## src/fade_gain_channel_mixer_unit_assert.svh

```systemverilog
// Assertion macros for the fade/gain mixer RTL.
// Expects clk and rst_n in the scope of the including module.
`ifndef FADE_GAIN_CHANNEL_MIXER_UNIT_ASSERT_SVH
`define FADE_GAIN_CHANNEL_MIXER_UNIT_ASSERT_SVH

// same-cycle implication, checked out of reset
`define FGCM_CHECK_NOW(lbl, ante, cons, msg) \
  lbl: assert property (@(posedge clk) disable iff (!rst_n) (ante) |-> (cons)) \
    else $error(msg);

// next-cycle implication, checked out of reset
`define FGCM_CHECK_NEXT(lbl, ante, cons, msg) \
  lbl: assert property (@(posedge clk) disable iff (!rst_n) (ante) |=> (cons)) \
    else $error(msg);

`endif

```

## src/fgcm_pkg.sv

```systemverilog
// Shared types and constants for the fade/gain channel mixer.
// No dependencies.
`default_nettype none
package fgcm_pkg;

  localparam int GAIN_W    = 20;  // Q4.16 gain
  localparam int FACTOR_W  = 18;  // Q2.16 fade factor
  localparam int CHAN_W    = 2;
  localparam int CFG_IDX_W = 3;
  localparam int CFG_DAT_W = 20;
  localparam int QUEUE_DEPTH = 4;

  // register indexes
  localparam logic [CFG_IDX_W-1:0] REG_IN_CHANNELS  = 3'd0;
  localparam logic [CFG_IDX_W-1:0] REG_OUT_CHANNELS = 3'd1;
  localparam logic [CFG_IDX_W-1:0] REG_START_LEVEL  = 3'd2;
  localparam logic [CFG_IDX_W-1:0] REG_FADE_FACTOR  = 3'd3;
  localparam logic [CFG_IDX_W-1:0] REG_FADE_TARGET  = 3'd4;

  localparam logic [CHAN_W-1:0]   CHAN_MONO   = 2'd1;
  localparam logic [CHAN_W-1:0]   CHAN_STEREO = 2'd2;
  localparam logic [GAIN_W-1:0]   GAIN_UNITY  = 20'd65536;
  localparam logic [GAIN_W-1:0]   GAIN_MAX    = 20'hFFFFF;
  localparam logic [FACTOR_W-1:0] FACTOR_UNITY = 18'd65536;

  // per-item control passed from front to back
  typedef struct packed {
    logic              in_mono;
    logic              out_mono;
    logic              fade_done;
    logic [GAIN_W-1:0] gain_now;
  } fgcm_ctl_t;

  localparam int CTL_W = $bits(fgcm_ctl_t);

endpackage
`default_nettype wire

```

## src/fade_gain_channel_mixer_unit.sv

```systemverilog
// Top level of the fade/gain channel mixer: front end, queue, back end.
// Depends on fgcm_pkg, fgcm_front, fgcm_queue, fgcm_back.
//
//  channel | handshake             | payload
//  --------+-----------------------+------------------------------------------
//  in      | in_tvalid/in_tready   | in_tdata: left_in, right_in
//  out     | out_tvalid/out_tready | out_tdata: left_out, right_out, gain_now,
//          |                       |            fade_done
//  cfg     | cfg_valid/cfg_ready   | cfg_index, cfg_data
//
// One item per cycle sustained while out_tready holds high; the gain/fade update
// (20x18 multiply) closes in the front end in the cycle the item is accepted.
// An accepted item reaches out_tvalid through the queue write, the product
// stage and the output register, in that order.
// Reset clears the queue and pipeline valids and loads the register defaults.
// A stalled output fills the back end first, then the 4-entry queue, then
// in_tready drops; cfg_ready is always high.
`default_nettype none
module fade_gain_channel_mixer_unit import fgcm_pkg::*; #(
  parameter int SAMPLE_BITS    = 16,
  parameter int GAIN_FRAC_BITS = 16
) (
  input  wire logic                 clk,
  input  wire logic                 rst_n,
  input  wire logic                 cfg_valid,
  output logic                      cfg_ready,
  input  wire logic [CFG_IDX_W-1:0] cfg_index,
  input  wire logic [CFG_DAT_W-1:0] cfg_data,
  input  wire logic                 in_tvalid,
  output logic                      in_tready,
  // [left_in, right_in] from bit 0, zero padded to bytes
  input  wire logic [((2*SAMPLE_BITS+7)/8)*8-1:0] in_tdata,
  output logic                      out_tvalid,
  input  wire logic                 out_tready,
  // [left_out, right_out, gain_now, fade_done] from bit 0, zero padded to bytes
  output logic [((2*SAMPLE_BITS+GAIN_W+1+7)/8)*8-1:0] out_tdata
);

  localparam int OUT_W = ((2*SAMPLE_BITS+GAIN_W+1+7)/8)*8;
  localparam int Q_W   = CTL_W + GAIN_W + 2*SAMPLE_BITS;

  logic                   push_valid, push_ready;
  logic [SAMPLE_BITS-1:0] push_left, push_right;
  logic [GAIN_W-1:0]      push_gain;
  fgcm_ctl_t              push_ctl;
  logic                   pop_valid, pop_ready;
  logic [Q_W-1:0]         pop_data;
  fgcm_ctl_t              pop_ctl;
  logic [SAMPLE_BITS-1:0] out_left, out_right;
  logic [GAIN_W-1:0]      out_gain;
  logic                   out_done;

  assign cfg_ready = 1'b1;
  assign in_tready = push_ready;

  fgcm_front #(
    .SAMPLE_BITS    (SAMPLE_BITS),
    .GAIN_FRAC_BITS (GAIN_FRAC_BITS)
  ) u_front (
    .clk        (clk),
    .rst_n      (rst_n),
    .cfg_valid  (cfg_valid),
    .cfg_index  (cfg_index),
    .cfg_data   (cfg_data),
    .in_valid   (in_tvalid),
    .in_left    (in_tdata[SAMPLE_BITS-1:0]),
    .in_right   (in_tdata[2*SAMPLE_BITS-1:SAMPLE_BITS]),
    .push_ready (push_ready),
    .push_valid (push_valid),
    .push_left  (push_left),
    .push_right (push_right),
    .push_gain  (push_gain),
    .push_ctl   (push_ctl)
  );

  fgcm_queue #(
    .WIDTH (Q_W),
    .DEPTH (QUEUE_DEPTH)
  ) u_queue (
    .clk        (clk),
    .rst_n      (rst_n),
    .push_valid (push_valid),
    .push_data  ({push_ctl, push_gain, push_right, push_left}),
    .push_ready (push_ready),
    .pop_valid  (pop_valid),
    .pop_data   (pop_data),
    .pop_ready  (pop_ready)
  );

  assign pop_ctl = pop_data[Q_W-1 -: CTL_W];

  fgcm_back #(
    .SAMPLE_BITS    (SAMPLE_BITS),
    .GAIN_FRAC_BITS (GAIN_FRAC_BITS)
  ) u_back (
    .clk       (clk),
    .rst_n     (rst_n),
    .q_valid   (pop_valid),
    .q_ready   (pop_ready),
    .q_left    (pop_data[SAMPLE_BITS-1:0]),
    .q_right   (pop_data[2*SAMPLE_BITS-1:SAMPLE_BITS]),
    .q_gain    (pop_data[2*SAMPLE_BITS+GAIN_W-1:2*SAMPLE_BITS]),
    .q_ctl     (pop_ctl),
    .out_valid (out_tvalid),
    .out_ready (out_tready),
    .out_left  (out_left),
    .out_right (out_right),
    .out_gain  (out_gain),
    .out_done  (out_done)
  );

  assign out_tdata = OUT_W'({out_done, out_gain, out_right, out_left});

endmodule
`default_nettype wire

```

## src/fgcm_front.sv

```systemverilog
// Front end: configuration registers, gain/fade state, item classification.
// Depends on fgcm_pkg.
`default_nettype none
module fgcm_front import fgcm_pkg::*; #(
  parameter int SAMPLE_BITS    = 16,
  parameter int GAIN_FRAC_BITS = 16
) (
  input  wire logic                   clk,
  input  wire logic                   rst_n,
  input  wire logic                   cfg_valid,
  input  wire logic [CFG_IDX_W-1:0]   cfg_index,
  input  wire logic [CFG_DAT_W-1:0]   cfg_data,
  input  wire logic                   in_valid,
  input  wire logic [SAMPLE_BITS-1:0] in_left,
  input  wire logic [SAMPLE_BITS-1:0] in_right,
  input  wire logic                   push_ready,
  output logic                        push_valid,
  output logic [SAMPLE_BITS-1:0]      push_left,
  output logic [SAMPLE_BITS-1:0]      push_right,
  output logic [GAIN_W-1:0]           push_gain,
  output fgcm_ctl_t                   push_ctl
);

  localparam int ONE_W = (GAIN_FRAC_BITS + 1 > FACTOR_W) ? GAIN_FRAC_BITS + 1 : FACTOR_W;
  localparam logic [ONE_W-1:0] GAIN_ONE = ONE_W'(1) << GAIN_FRAC_BITS;
  localparam int PROD_W = GAIN_W + FACTOR_W;

  logic [CHAN_W-1:0]   in_ch_r, out_ch_r;
  logic [FACTOR_W-1:0] factor_r;
  logic [GAIN_W-1:0]   target_r;
  logic [GAIN_W-1:0]   gain_r, gain_nxt;
  logic                armed_r, armed_nxt;

  logic                accept, start_wr;
  logic [ONE_W-1:0]    factor_ext;
  logic                f_lt, f_gt, f_unity, stop;
  logic [PROD_W-1:0]   gprod, gshift;
  logic [GAIN_W-1:0]   gsat;

  assign accept   = in_valid && push_ready;
  assign start_wr = cfg_valid && (cfg_index == REG_START_LEVEL);

  // fade step: stop test, then gain * factor
  assign factor_ext = ONE_W'(factor_r);
  assign f_lt    = factor_ext < GAIN_ONE;
  assign f_gt    = factor_ext > GAIN_ONE;
  assign f_unity = (factor_ext == GAIN_ONE);
  assign stop  = (f_lt && (gain_r <= target_r)) || (f_gt && (gain_r >= target_r));
  assign gprod = PROD_W'(gain_r) * PROD_W'(factor_r);
  assign gshift = gprod >> GAIN_FRAC_BITS;
  assign gsat  = (|gshift[PROD_W-1:GAIN_W]) ? GAIN_MAX : gshift[GAIN_W-1:0];

  always_comb begin
    gain_nxt  = gain_r;
    armed_nxt = armed_r;
    if (armed_r) begin
      if (stop) begin
        armed_nxt = 1'b0;
      end else if (!f_unity) begin
        gain_nxt = gsat;
      end
    end
  end

  // configuration registers
  always_ff @(posedge clk) begin
    if (!rst_n) begin
      in_ch_r  <= CHAN_STEREO;
      out_ch_r <= CHAN_STEREO;
      factor_r <= FACTOR_UNITY;
      target_r <= GAIN_UNITY;
    end else if (cfg_valid) begin
      unique case (cfg_index)
        REG_IN_CHANNELS:  in_ch_r  <= cfg_data[CHAN_W-1:0];
        REG_OUT_CHANNELS: out_ch_r <= cfg_data[CHAN_W-1:0];
        REG_FADE_FACTOR:  factor_r <= cfg_data[FACTOR_W-1:0];
        REG_FADE_TARGET:  target_r <= cfg_data[GAIN_W-1:0];
        default: ;
      endcase
    end
  end

  // gain state: start level write reloads and re-arms
  always_ff @(posedge clk) begin
    if (!rst_n) begin
      gain_r  <= GAIN_UNITY;
      armed_r <= 1'b1;
    end else if (start_wr) begin
      gain_r  <= cfg_data[GAIN_W-1:0];
      armed_r <= 1'b1;
    end else if (accept) begin
      gain_r  <= gain_nxt;
      armed_r <= armed_nxt;
    end
  end

  // classified item into the queue
  assign push_valid = in_valid;
  assign push_left  = in_left;
  assign push_right = in_right;
  assign push_gain  = gain_r;
  assign push_ctl   = '{in_mono:   (in_ch_r == CHAN_MONO),
                        out_mono:  (out_ch_r == CHAN_MONO),
                        fade_done: !armed_nxt,
                        gain_now:  gain_nxt};

`include "fade_gain_channel_mixer_unit_assert.svh"

  // once disarmed, only a start level write re-arms
  `FGCM_CHECK_NEXT(a_disarm_sticky, !armed_r && !start_wr, !armed_r, "fade re-armed")
  // disarmed gain holds
  `FGCM_CHECK_NEXT(a_gain_hold, !armed_r && !start_wr, $stable(gain_r), "disarmed gain moved")
  // unity factor never changes gain on an item
  `FGCM_CHECK_NOW(a_unity_gain, accept && f_unity, gain_nxt == gain_r, "unity factor moved gain")
  // start write re-arms the fade
  `FGCM_CHECK_NEXT(a_start_load, start_wr, armed_r, "start write did not re-arm")

endmodule
`default_nettype wire

```

## src/fgcm_queue.sv

```systemverilog
// Small register queue between front and back ends.
// Depends on nothing but its parameters.
`default_nettype none
module fgcm_queue #(
  parameter int WIDTH = 8,
  parameter int DEPTH = 4
) (
  input  wire logic             clk,
  input  wire logic             rst_n,
  input  wire logic             push_valid,
  input  wire logic [WIDTH-1:0] push_data,
  output logic                  push_ready,
  output logic                  pop_valid,
  output logic [WIDTH-1:0]      pop_data,
  input  wire logic             pop_ready
);

  localparam int PTR_W = (DEPTH > 1) ? $clog2(DEPTH) : 1;
  localparam int CNT_W = $clog2(DEPTH + 1);
  localparam logic [PTR_W-1:0] PTR_LAST = PTR_W'(DEPTH - 1);
  localparam logic [CNT_W-1:0] CNT_FULL = CNT_W'(DEPTH);

  logic [WIDTH-1:0] slot_r [DEPTH];
  logic [PTR_W-1:0] wr_ptr_r, rd_ptr_r;
  logic [CNT_W-1:0] cnt_r;
  logic             push, pop;

  assign push_ready = (cnt_r != CNT_FULL);
  assign pop_valid  = (cnt_r != '0);
  assign push = push_valid && push_ready;
  assign pop  = pop_ready && pop_valid;
  assign pop_data = slot_r[rd_ptr_r];

  // storage
  always_ff @(posedge clk) begin
    if (push) begin
      slot_r[wr_ptr_r] <= push_data;
    end
  end

  // pointers and fill count
  always_ff @(posedge clk) begin
    if (!rst_n) begin
      wr_ptr_r <= '0;
      rd_ptr_r <= '0;
      cnt_r    <= '0;
    end else begin
      if (push) begin
        wr_ptr_r <= (wr_ptr_r == PTR_LAST) ? '0 : wr_ptr_r + 1'b1;
      end
      if (pop) begin
        rd_ptr_r <= (rd_ptr_r == PTR_LAST) ? '0 : rd_ptr_r + 1'b1;
      end
      if (push && !pop) begin
        cnt_r <= cnt_r + 1'b1;
      end else if (pop && !push) begin
        cnt_r <= cnt_r - 1'b1;
      end
    end
  end

endmodule
`default_nettype wire

```

## src/fgcm_back.sv

```systemverilog
// Back end: sample gain multiply, saturation, channel remap, output register.
// Depends on fgcm_pkg.
`default_nettype none
module fgcm_back import fgcm_pkg::*; #(
  parameter int SAMPLE_BITS    = 16,
  parameter int GAIN_FRAC_BITS = 16
) (
  input  wire logic                   clk,
  input  wire logic                   rst_n,
  input  wire logic                   q_valid,
  output logic                        q_ready,
  input  wire logic [SAMPLE_BITS-1:0] q_left,
  input  wire logic [SAMPLE_BITS-1:0] q_right,
  input  wire logic [GAIN_W-1:0]      q_gain,
  input  wire fgcm_ctl_t              q_ctl,
  output logic                        out_valid,
  input  wire logic                   out_ready,
  output logic [SAMPLE_BITS-1:0]      out_left,
  output logic [SAMPLE_BITS-1:0]      out_right,
  output logic [GAIN_W-1:0]           out_gain,
  output logic                        out_done
);

  localparam int S = SAMPLE_BITS;
  localparam int P = SAMPLE_BITS + GAIN_W + 1;
  localparam logic signed [P-1:0] RND  = P'((64'sd1 <<< GAIN_FRAC_BITS) - 64'sd1);
  localparam logic signed [P-1:0] SMAX = P'((64'sd1 <<< (S - 1)) - 64'sd1);
  localparam logic signed [P-1:0] SMIN = -SMAX - P'(1);

  // product stage
  logic                a_valid_r;
  logic signed [P-1:0] a_pl_r, a_pr_r;
  fgcm_ctl_t           a_ctl_r;
  // output stage
  logic                o_valid_r;
  logic [S-1:0]        o_left_r, o_right_r;
  logic [GAIN_W-1:0]   o_gain_r;
  logic                o_done_r;

  logic                o_adv, a_adv;
  logic signed [P-1:0] sl_ext, sr_ext, g_ext;
  logic signed [S-1:0] l_sat, r_sat, avg, mix_l, mix_r;
  logic signed [S:0]   sum, sum_rnd;

  function automatic logic signed [S-1:0] sat_shift(input logic signed [P-1:0] p);
    logic signed [P-1:0] q;
    // bias negatives so the arithmetic shift truncates toward zero
    q = p + (p[P-1] ? RND : P'(0));
    q = q >>> GAIN_FRAC_BITS;
    if (q > SMAX) begin
      return S'(SMAX);
    end else if (q < SMIN) begin
      return S'(SMIN);
    end
    return q[S-1:0];
  endfunction

  assign o_adv   = !o_valid_r || out_ready;
  assign a_adv   = !a_valid_r || o_adv;
  assign q_ready = a_adv;

  // sample * gain, exact
  assign sl_ext = {{(GAIN_W + 1){q_left[S-1]}}, q_left};
  assign sr_ext = {{(GAIN_W + 1){q_right[S-1]}}, q_right};
  assign g_ext  = {{(S + 1){1'b0}}, q_gain};

  always_ff @(posedge clk) begin
    if (!rst_n) begin
      a_valid_r <= 1'b0;
    end else if (a_adv) begin
      a_valid_r <= q_valid;
    end
  end

  always_ff @(posedge clk) begin
    if (a_adv && q_valid) begin
      a_pl_r  <= sl_ext * g_ext;
      a_pr_r  <= sr_ext * g_ext;
      a_ctl_r <= q_ctl;
    end
  end

  // truncate toward zero, saturate, then remap channels
  assign l_sat   = sat_shift(a_pl_r);
  assign r_sat   = sat_shift(a_pr_r);
  assign sum     = {l_sat[S-1], l_sat} + {r_sat[S-1], r_sat};
  assign sum_rnd = (sum + {{S{1'b0}}, sum[S]}) >>> 1;
  assign avg     = sum_rnd[S-1:0];

  always_comb begin
    priority if (a_ctl_r.in_mono) begin
      mix_l = l_sat;
      mix_r = l_sat;
    end else if (a_ctl_r.out_mono) begin
      mix_l = avg;
      mix_r = avg;
    end else begin
      mix_l = l_sat;
      mix_r = r_sat;
    end
  end

  always_ff @(posedge clk) begin
    if (!rst_n) begin
      o_valid_r <= 1'b0;
    end else if (o_adv) begin
      o_valid_r <= a_valid_r;
    end
  end

  always_ff @(posedge clk) begin
    if (o_adv && a_valid_r) begin
      o_left_r  <= mix_l;
      o_right_r <= mix_r;
      o_gain_r  <= a_ctl_r.gain_now;
      o_done_r  <= a_ctl_r.fade_done;
    end
  end

  assign out_valid = o_valid_r;
  assign out_left  = o_left_r;
  assign out_right = o_right_r;
  assign out_gain  = o_gain_r;
  assign out_done  = o_done_r;

endmodule
`default_nettype wire
```

## config.mk

```make
export PLATFORM = sky130hd
export DESIGN_NAME = fade_gain_channel_mixer_unit
export DESIGN_NICKNAME = d
export VERILOG_FILES = /design/src/fgcm_pkg.sv /design/src/fade_gain_channel_mixer_unit.sv /design/src/fgcm_front.sv /design/src/fgcm_queue.sv /design/src/fgcm_back.sv
export VERILOG_INCLUDE_DIRS = /design/src /design/src/src
export SDC_FILE = /design/constraint.sdc
export NUM_CORES = 2
export LEC_CHECK = 0
export BUFFER_PORTS_ARGS = -buffer_cell sky130_fd_sc_hd__buf_2
export CAP_MARGIN = 20
export CORE_MARGIN = 2
export CORE_UTILIZATION = 59
export CTS_BUF_LIST = sky130_fd_sc_hd__clkbuf_16
export DETAILED_ROUTE_END_ITERATION = 12
export PLACE_DENSITY = 0.81
export SYNTH_ARGS = -nofsm -noshare
export SYNTH_HDL_FRONTEND = slang
export SYNTH_HIERARCHICAL = 1
export SYNTH_SLANG_ARGS = --single-unit
```

## constraint.sdc

```tcl
create_clock -name clk -period 7.55 [get_ports clk]
set_clock_uncertainty 0.2 [all_clocks]
set_input_delay 0.755 -clock clk [delete_from_list [all_inputs] [get_ports clk]]
set_output_delay 0.755 -clock clk [all_outputs]
set_load 0.01 [all_outputs]
```

### After elaboration in Yosys (flattened, before gate mapping)

Memory sizes are Yosys's and may differ from the RTL's. A register that Yosys moved wholly into a read port is not among the register bits.
Index checks and enable logic that the tools add are counted.

| storage, ports and cells | value |
|---|---|
| memories kept | 1 |
| input bits | 60 |
| word-level logic and storage cells | 110 |
| RAM bits | 300 |
| output and inout port bits | 59 |
| flip-flop bits (word level) | 222 |

Memory list:

| memory | words | bits a word | read ports | clocked after memory_dff | wr ports | line | text |
|---|---|---|---|---|---|---|---|
| u_queue.slot_r | 4 | 75 | 1 | 1 | 1 | fgcm_queue.sv:23 | `logic [WIDTH-1:0] slot_r [DEPTH];` |

| operators by class | value |
|---|---|
| magnitude comparators | 8 |
| muxes and demuxes | 32 |
| reduce and logical (&&, ||, !) cells | 26 |
| bitwise logic cells | 1 |
| eq/ne operators | 10 |
| multipliers | 3 |
| add/sub/neg operators | 8 |

Operator list:

| cell | count |
|---|---|
| 16-bit two-way mux | 12 |
| 20-bit two-way mux | 6 |
| 37-bit by 17-bit adder with 37-bit output | 2 |
| 16-bit by 21-bit multiplier with 37-bit output | 2 |
| 21-bit by 16-bit > comparator with 1-bit output (second input constant) | 2 |
| 21-bit by 16-bit < comparator with 1-bit output (second input constant) | 2 |
| 20-bit by 18-bit multiplier with 38-bit output | 1 |
| 20-bit >= comparator | 1 |
| 20-bit <= comparator | 1 |
| 18-bit by 17-bit == test with 1-bit output (second input constant) | 1 |
| 18-bit by 17-bit > comparator with 1-bit output (second input constant) | 1 |
| 18-bit by 17-bit < comparator with 1-bit output (second input constant) | 1 |
| 16-bit by 16-bit adder with 17-bit output | 1 |
| 17-bit by 1-bit adder with 17-bit output | 1 |
| 1-bit logical AND | 8 |
| 1-bit two-way mux | 8 |
| 2-bit two-way mux | 4 |
| 2-bit AND reduction | 4 |
| 3-bit by 2-bit == test with 1-bit output (second input constant) | 2 |
| 3-bit two-way mux | 2 |
| 1-bit logical NOT | 5 |
| 2-bit by 1-bit adder with 2-bit output (second input constant) | 2 |
| 2-bit by 1-bit == test with 1-bit output (second input constant) | 2 |
| 2-bit == test (second input constant) | 2 |
| other kinds (11) | 15 |

### Longest topological paths before layout

| logic depth | value |
|---|---|
| word-level depth | 10 |
| depth in mapped cells | 27 |

### Hierarchy

The synthesis kept the hierarchy.

Modules (own cells, without submodules):

| module | area an instance (um^2) | instances | sequential area each (um^2) | cells an instance |
|---|---|---|---|---|
| fgcm_back | 29340.6 | 1 | 4544.4 | 3098 |
| fgcm_front | 15013.1 | 1 | 1261.2 | 1783 |
| fgcm_queue | 11300.8 | 1 | 9188.8 | 442 |
| fade_gain_channel_mixer_unit | 45.0 | 1 | 0.0 | 7 |

### Worst setup path after synthesis

No wires, ideal clock.

| path | value |
|---|---|
| path type | register to register |
| start point | register (tool-made name) |
| end point | register u_back.a_pr_r[36], data pin |
| path slack | 0.022 ns |
| stages on the path, launching flop included | 25 |
| arrival time | 7.068 ns |
| required time | 7.090 ns |
| cells stage by stage | dfxtp_1 > buf_4 > buf_6 > mux4_2 > clkbuf_1 > nand2_1 > fa_1 > fa_1 > inv_1 > fa_1 > inv_1 > fa_1 > fa_1 > inv_1 > fa_1 > ha_1 > a21o_1 > a21o_1 > a2111oi_0 > o31ai_1 > a2111oi_0 > o31ai_1 > a41oi_1 > o21bai_1 > xnor2_1 |

RTL lines:

| what | line | text |
|---|---|---|
| to (signal assigned) | fgcm_back.sv:78 | `a_pr_r <= sr_ext * g_ext;` |
| to (decl) | fgcm_back.sv:32 | `logic signed [P-1:0] a_pl_r, a_pr_r;` |

==> impl_metrics.json <==
{
  "outcome": "completed",
  "worst_slew_pin_slew_ns": 1.263,
  "synth-adder-area-share_pct": 38.25,
  "cp_max_fo": 9,
  "setup-violations-final": 0,
  "max_capacitance_violation_count": 0,
  "floorplan.die.width_um": 311.3,
  "fillCellCount": 6999,
  "crit_path_end_kind": "flip-flop",
  "drt_first_pass_iters": 6,
  "synth_top_area_cell": "fa_1",
  "post_route_cells_drive_above_1_share_pct": 12.32,
  "remaining_drc_errors": 0,
  "timing.final.crit_period_ns": 7.433,
  "startpoint_to_endpoint_class_of_the_critical_path": "reg -> reg",
  "yosys.cell_types.count": 107,
  "gp_congestion": 0.9694,
  "cts_num_sinks": 524,
  "cts-hold-fix-buffers": 0,
  "synth.area.mux_share_pct": 3.486,
  "final_nets": 6787,
  "chipHeight_um": 311.3,
  "grt_max_degree": 76,
  "synth_flop_cell": "edfxtp_1",
  "hold_viol_final": 0,
  "worst_slew_margin_rel_pct": 15.47,
  "hold_class": "in -> reg",
  "worstPathRequired_ns": 7.72,
  "critPathTopFamily": "adder cells",
  "portBuffers": 114,
  "slowest_stage": "mux4_2",
  "effective_utilization_at_floorplan_pct": 59.59,
  "initialDrtViolationCount": 3406,
  "part_of_the_cycle_the_worst_path_needs_pct": 98.45,
  "number_of_flip_flops_and_latches_in_the_synthesized_netlist": 524,
  "seq_area_frac_synth_pct": 26.92,
  "design.die.area_um2": 96880,
  "ant_nets": 0,
  "cts-htree-levels": 2,
  "synth.most_common_cell": "inv_1",
  "grt_antenna_before_repair": 7,
  "global_route.usage.total_pct": 29.40,
  "wirelength_um": 142800,
  "buffer_depth_of_the_longest_clock_path": 3,
  "via_per_instance_ratio": 5.803,
  "post_dr_wirelength_cell_um": 21.01,
  "grt_pass1_vias": 41380,
  "yosys_warnings": 6,
  "inserted_clock_buffers": 57,
  "post_synthesis_cell_count": 5330,
  "largest_family_of_logic_cells_by_synthesized_area": "adder cells",
  "detailedPlacementHpwl_um": 108200,
  "ys_async_sr_fraction_pct": 0,
  "num_vias": 39450,
  "area_share_of_xor_xnor_cells_in_the_synthesized_design_pct": 2.073,
  "std_cell_rows": 112,
  "tritoncts_clock_tree": "built",
  "worst_setup_path_start_kind": "flip-flop",
  "critical_path.n_buffers_inverters": 7,
  "synth_commonest_cells": "970 x inv_1, 788 x fa_1, 731 x nand2_1",
  "post_synth_and_or_nand_nor_area_fraction_pct": 13.44,
  "critPathArrivalTime_ns": 7.60,
  "grt_pass1_wl_um": 223100,
  "fraction_of_the_mapped_netlist_area_in_compound_gates_pct": 6.775,
  "worst_skew_pair.late_latency_ns": 0.72,
  "slowest_delay_ns": 0.64,
  "layout-area-overhead-vs-synth_pct": 10.18,
  "clk_pin_slew_ns": 0.06,
  "crit_top_cell": "fa_1",
  "netlist_area_um2": 55700,
  "io_pins": 119,
  "post-synth-top-area-fraction_pct": 28.32,
  "synth-edff-count": 450,
  "grt_overflow": 0,
  "post_synth_main_area_contributors": "fa_1 28%, edfxtp_1 24%, ha_1 9.9%, inv_1 6.5%, nand2_1 4.9%",
  "final_max_slew_viol_count": 0,
  "totalNegativeSetupSlack_ns": 0,
  "achievable-frequency_mhz": 134.5,
  "rsz_0062_raised_after_global_routing": "true",
  "core_area_um2": 93470,
  "cts.root.buffer_cell": "clkbuf_16",
  "final_util_pct": 65.66,
  "syn_avg_cell_area_um2": 10.45
}
kinds of logic after synthesis:
| logic type | after synthesis |
|---|---|
| multiplexers | 99 |
| AO/OA/AOI/OAI | 557 |
| other | 2 |
| adder cells (fa/ha/maj) | 1230 |
| XOR/XNOR | 131 |
| AND/OR/NAND/NOR | 1515 |
| flip-flops | 524 |
| buffers and inverters | 1272 |
stage by stage:
step / cell area, um2 / worst slack (ns) / hold WS (ns) / cells
floorplan: 55710 / 0.02176 / 0.2003 / 5332
global placement: 58720 / -0.003079 / 0.2042 / 6661
detailed placement: 58720 / -0.07731 / 0.2045 / 6661
CTS: 60650 / 0.01530 / 0.01029 / 6768
global route: 61370 / -0.09244 / 0.04408 / 6798
finish: 61370 / 0.1169 / 0.05280 / 6799
sequential cells by signal, summed over array words and instances (netlist names), named ones only:
register	count
u_back/out_gain	20
u_front/out_ch_r	2
u_queue/cnt_r	3
u_back/a_ctl_r	23
u_back/out_left	16
u_front/in_ch_r	2
u_queue/rd_ptr_r	2
u_back/a_pr_r	37
u_front/push_gain	20
u_queue/wr_ptr_r	2
u_back/a_pl_r	37
u_queue/slot_r	300
u_front/factor_ext	18
u_back/out_done	1
u_back/out_valid	1
u_back/a_valid_r	1
u_front/armed_r	1
u_back/out_right	16
u_front/target_r	20
path summary, 6_finish.rpt:
kind                           startpoint  cells past startpoint                               to  slack (ns)
max reg2reg                     flip-flop                     25      u_back/a_pl_r[33]$_DFFE_PP_        0.12
max                             flip-flop                     25      u_back/a_pl_r[33]$_DFFE_PP_        0.12
min                          in_tdata[31]                      1  u_queue/slot_r[3][31]$_DFFE_PP_        0.05
min reg2reg  u_back/a_ctl_r[13]$_DFFE_PP_                      0    u_back/out_gain[13]$_DFFE_PP_        0.22
area by class of cell:
cell class | instances | area [um2] | area share (%)
well taps | 1254 | 1569 | 2.557
clock buffers | 57 | 1426 | 2.324
repair buffers | 404 | 3189 | 5.197
diodes | 2 | 5.005 | 0.008155
flip-flops and latches | 524 | 15010 | 24.46
inverters | 971 | 3645 | 5.939
multi-input cells | 3539 | 36080 | 58.79
clock inverters | 48 | 444.2 | 0.7238
cell usage in the layout, fill, tap and decap left out, drive strengths merged, types with 86 or more instances in the layout:
| master | count |
|---|---|
| nand2 | 731 |
| ha | 442 |
| inv | 985 |
| fa | 788 |
| buf | 401 |
| a21oi | 173 |
| nor2 | 87 |
| xnor2 | 86 |
| and2 | 408 |
| edfxtp | 450 |
metal layers:
| metal | global-route usage (%) | part of all wire, % |
|---|---|---|
| met2 | 49.93 | 49 |
| met3 | 5.078 | 7.6 |
| met1 | 36.69 | 38 |
| met5 | 0 | 0.039 |
| met4 | 14.08 | 5.6 |
timing repair:
item                                    in CTS  in global routing
gates cloned                                 1                  5
endpoints found under the setup margin       8                105
resized for setup                            8                 82
buffers inserted                             1                 25
pin swaps                                    3                 16
Power is left out: the tool's default activity adds up to more than one toggle a clock period on the data nets, which glitch-free logic cannot reach.
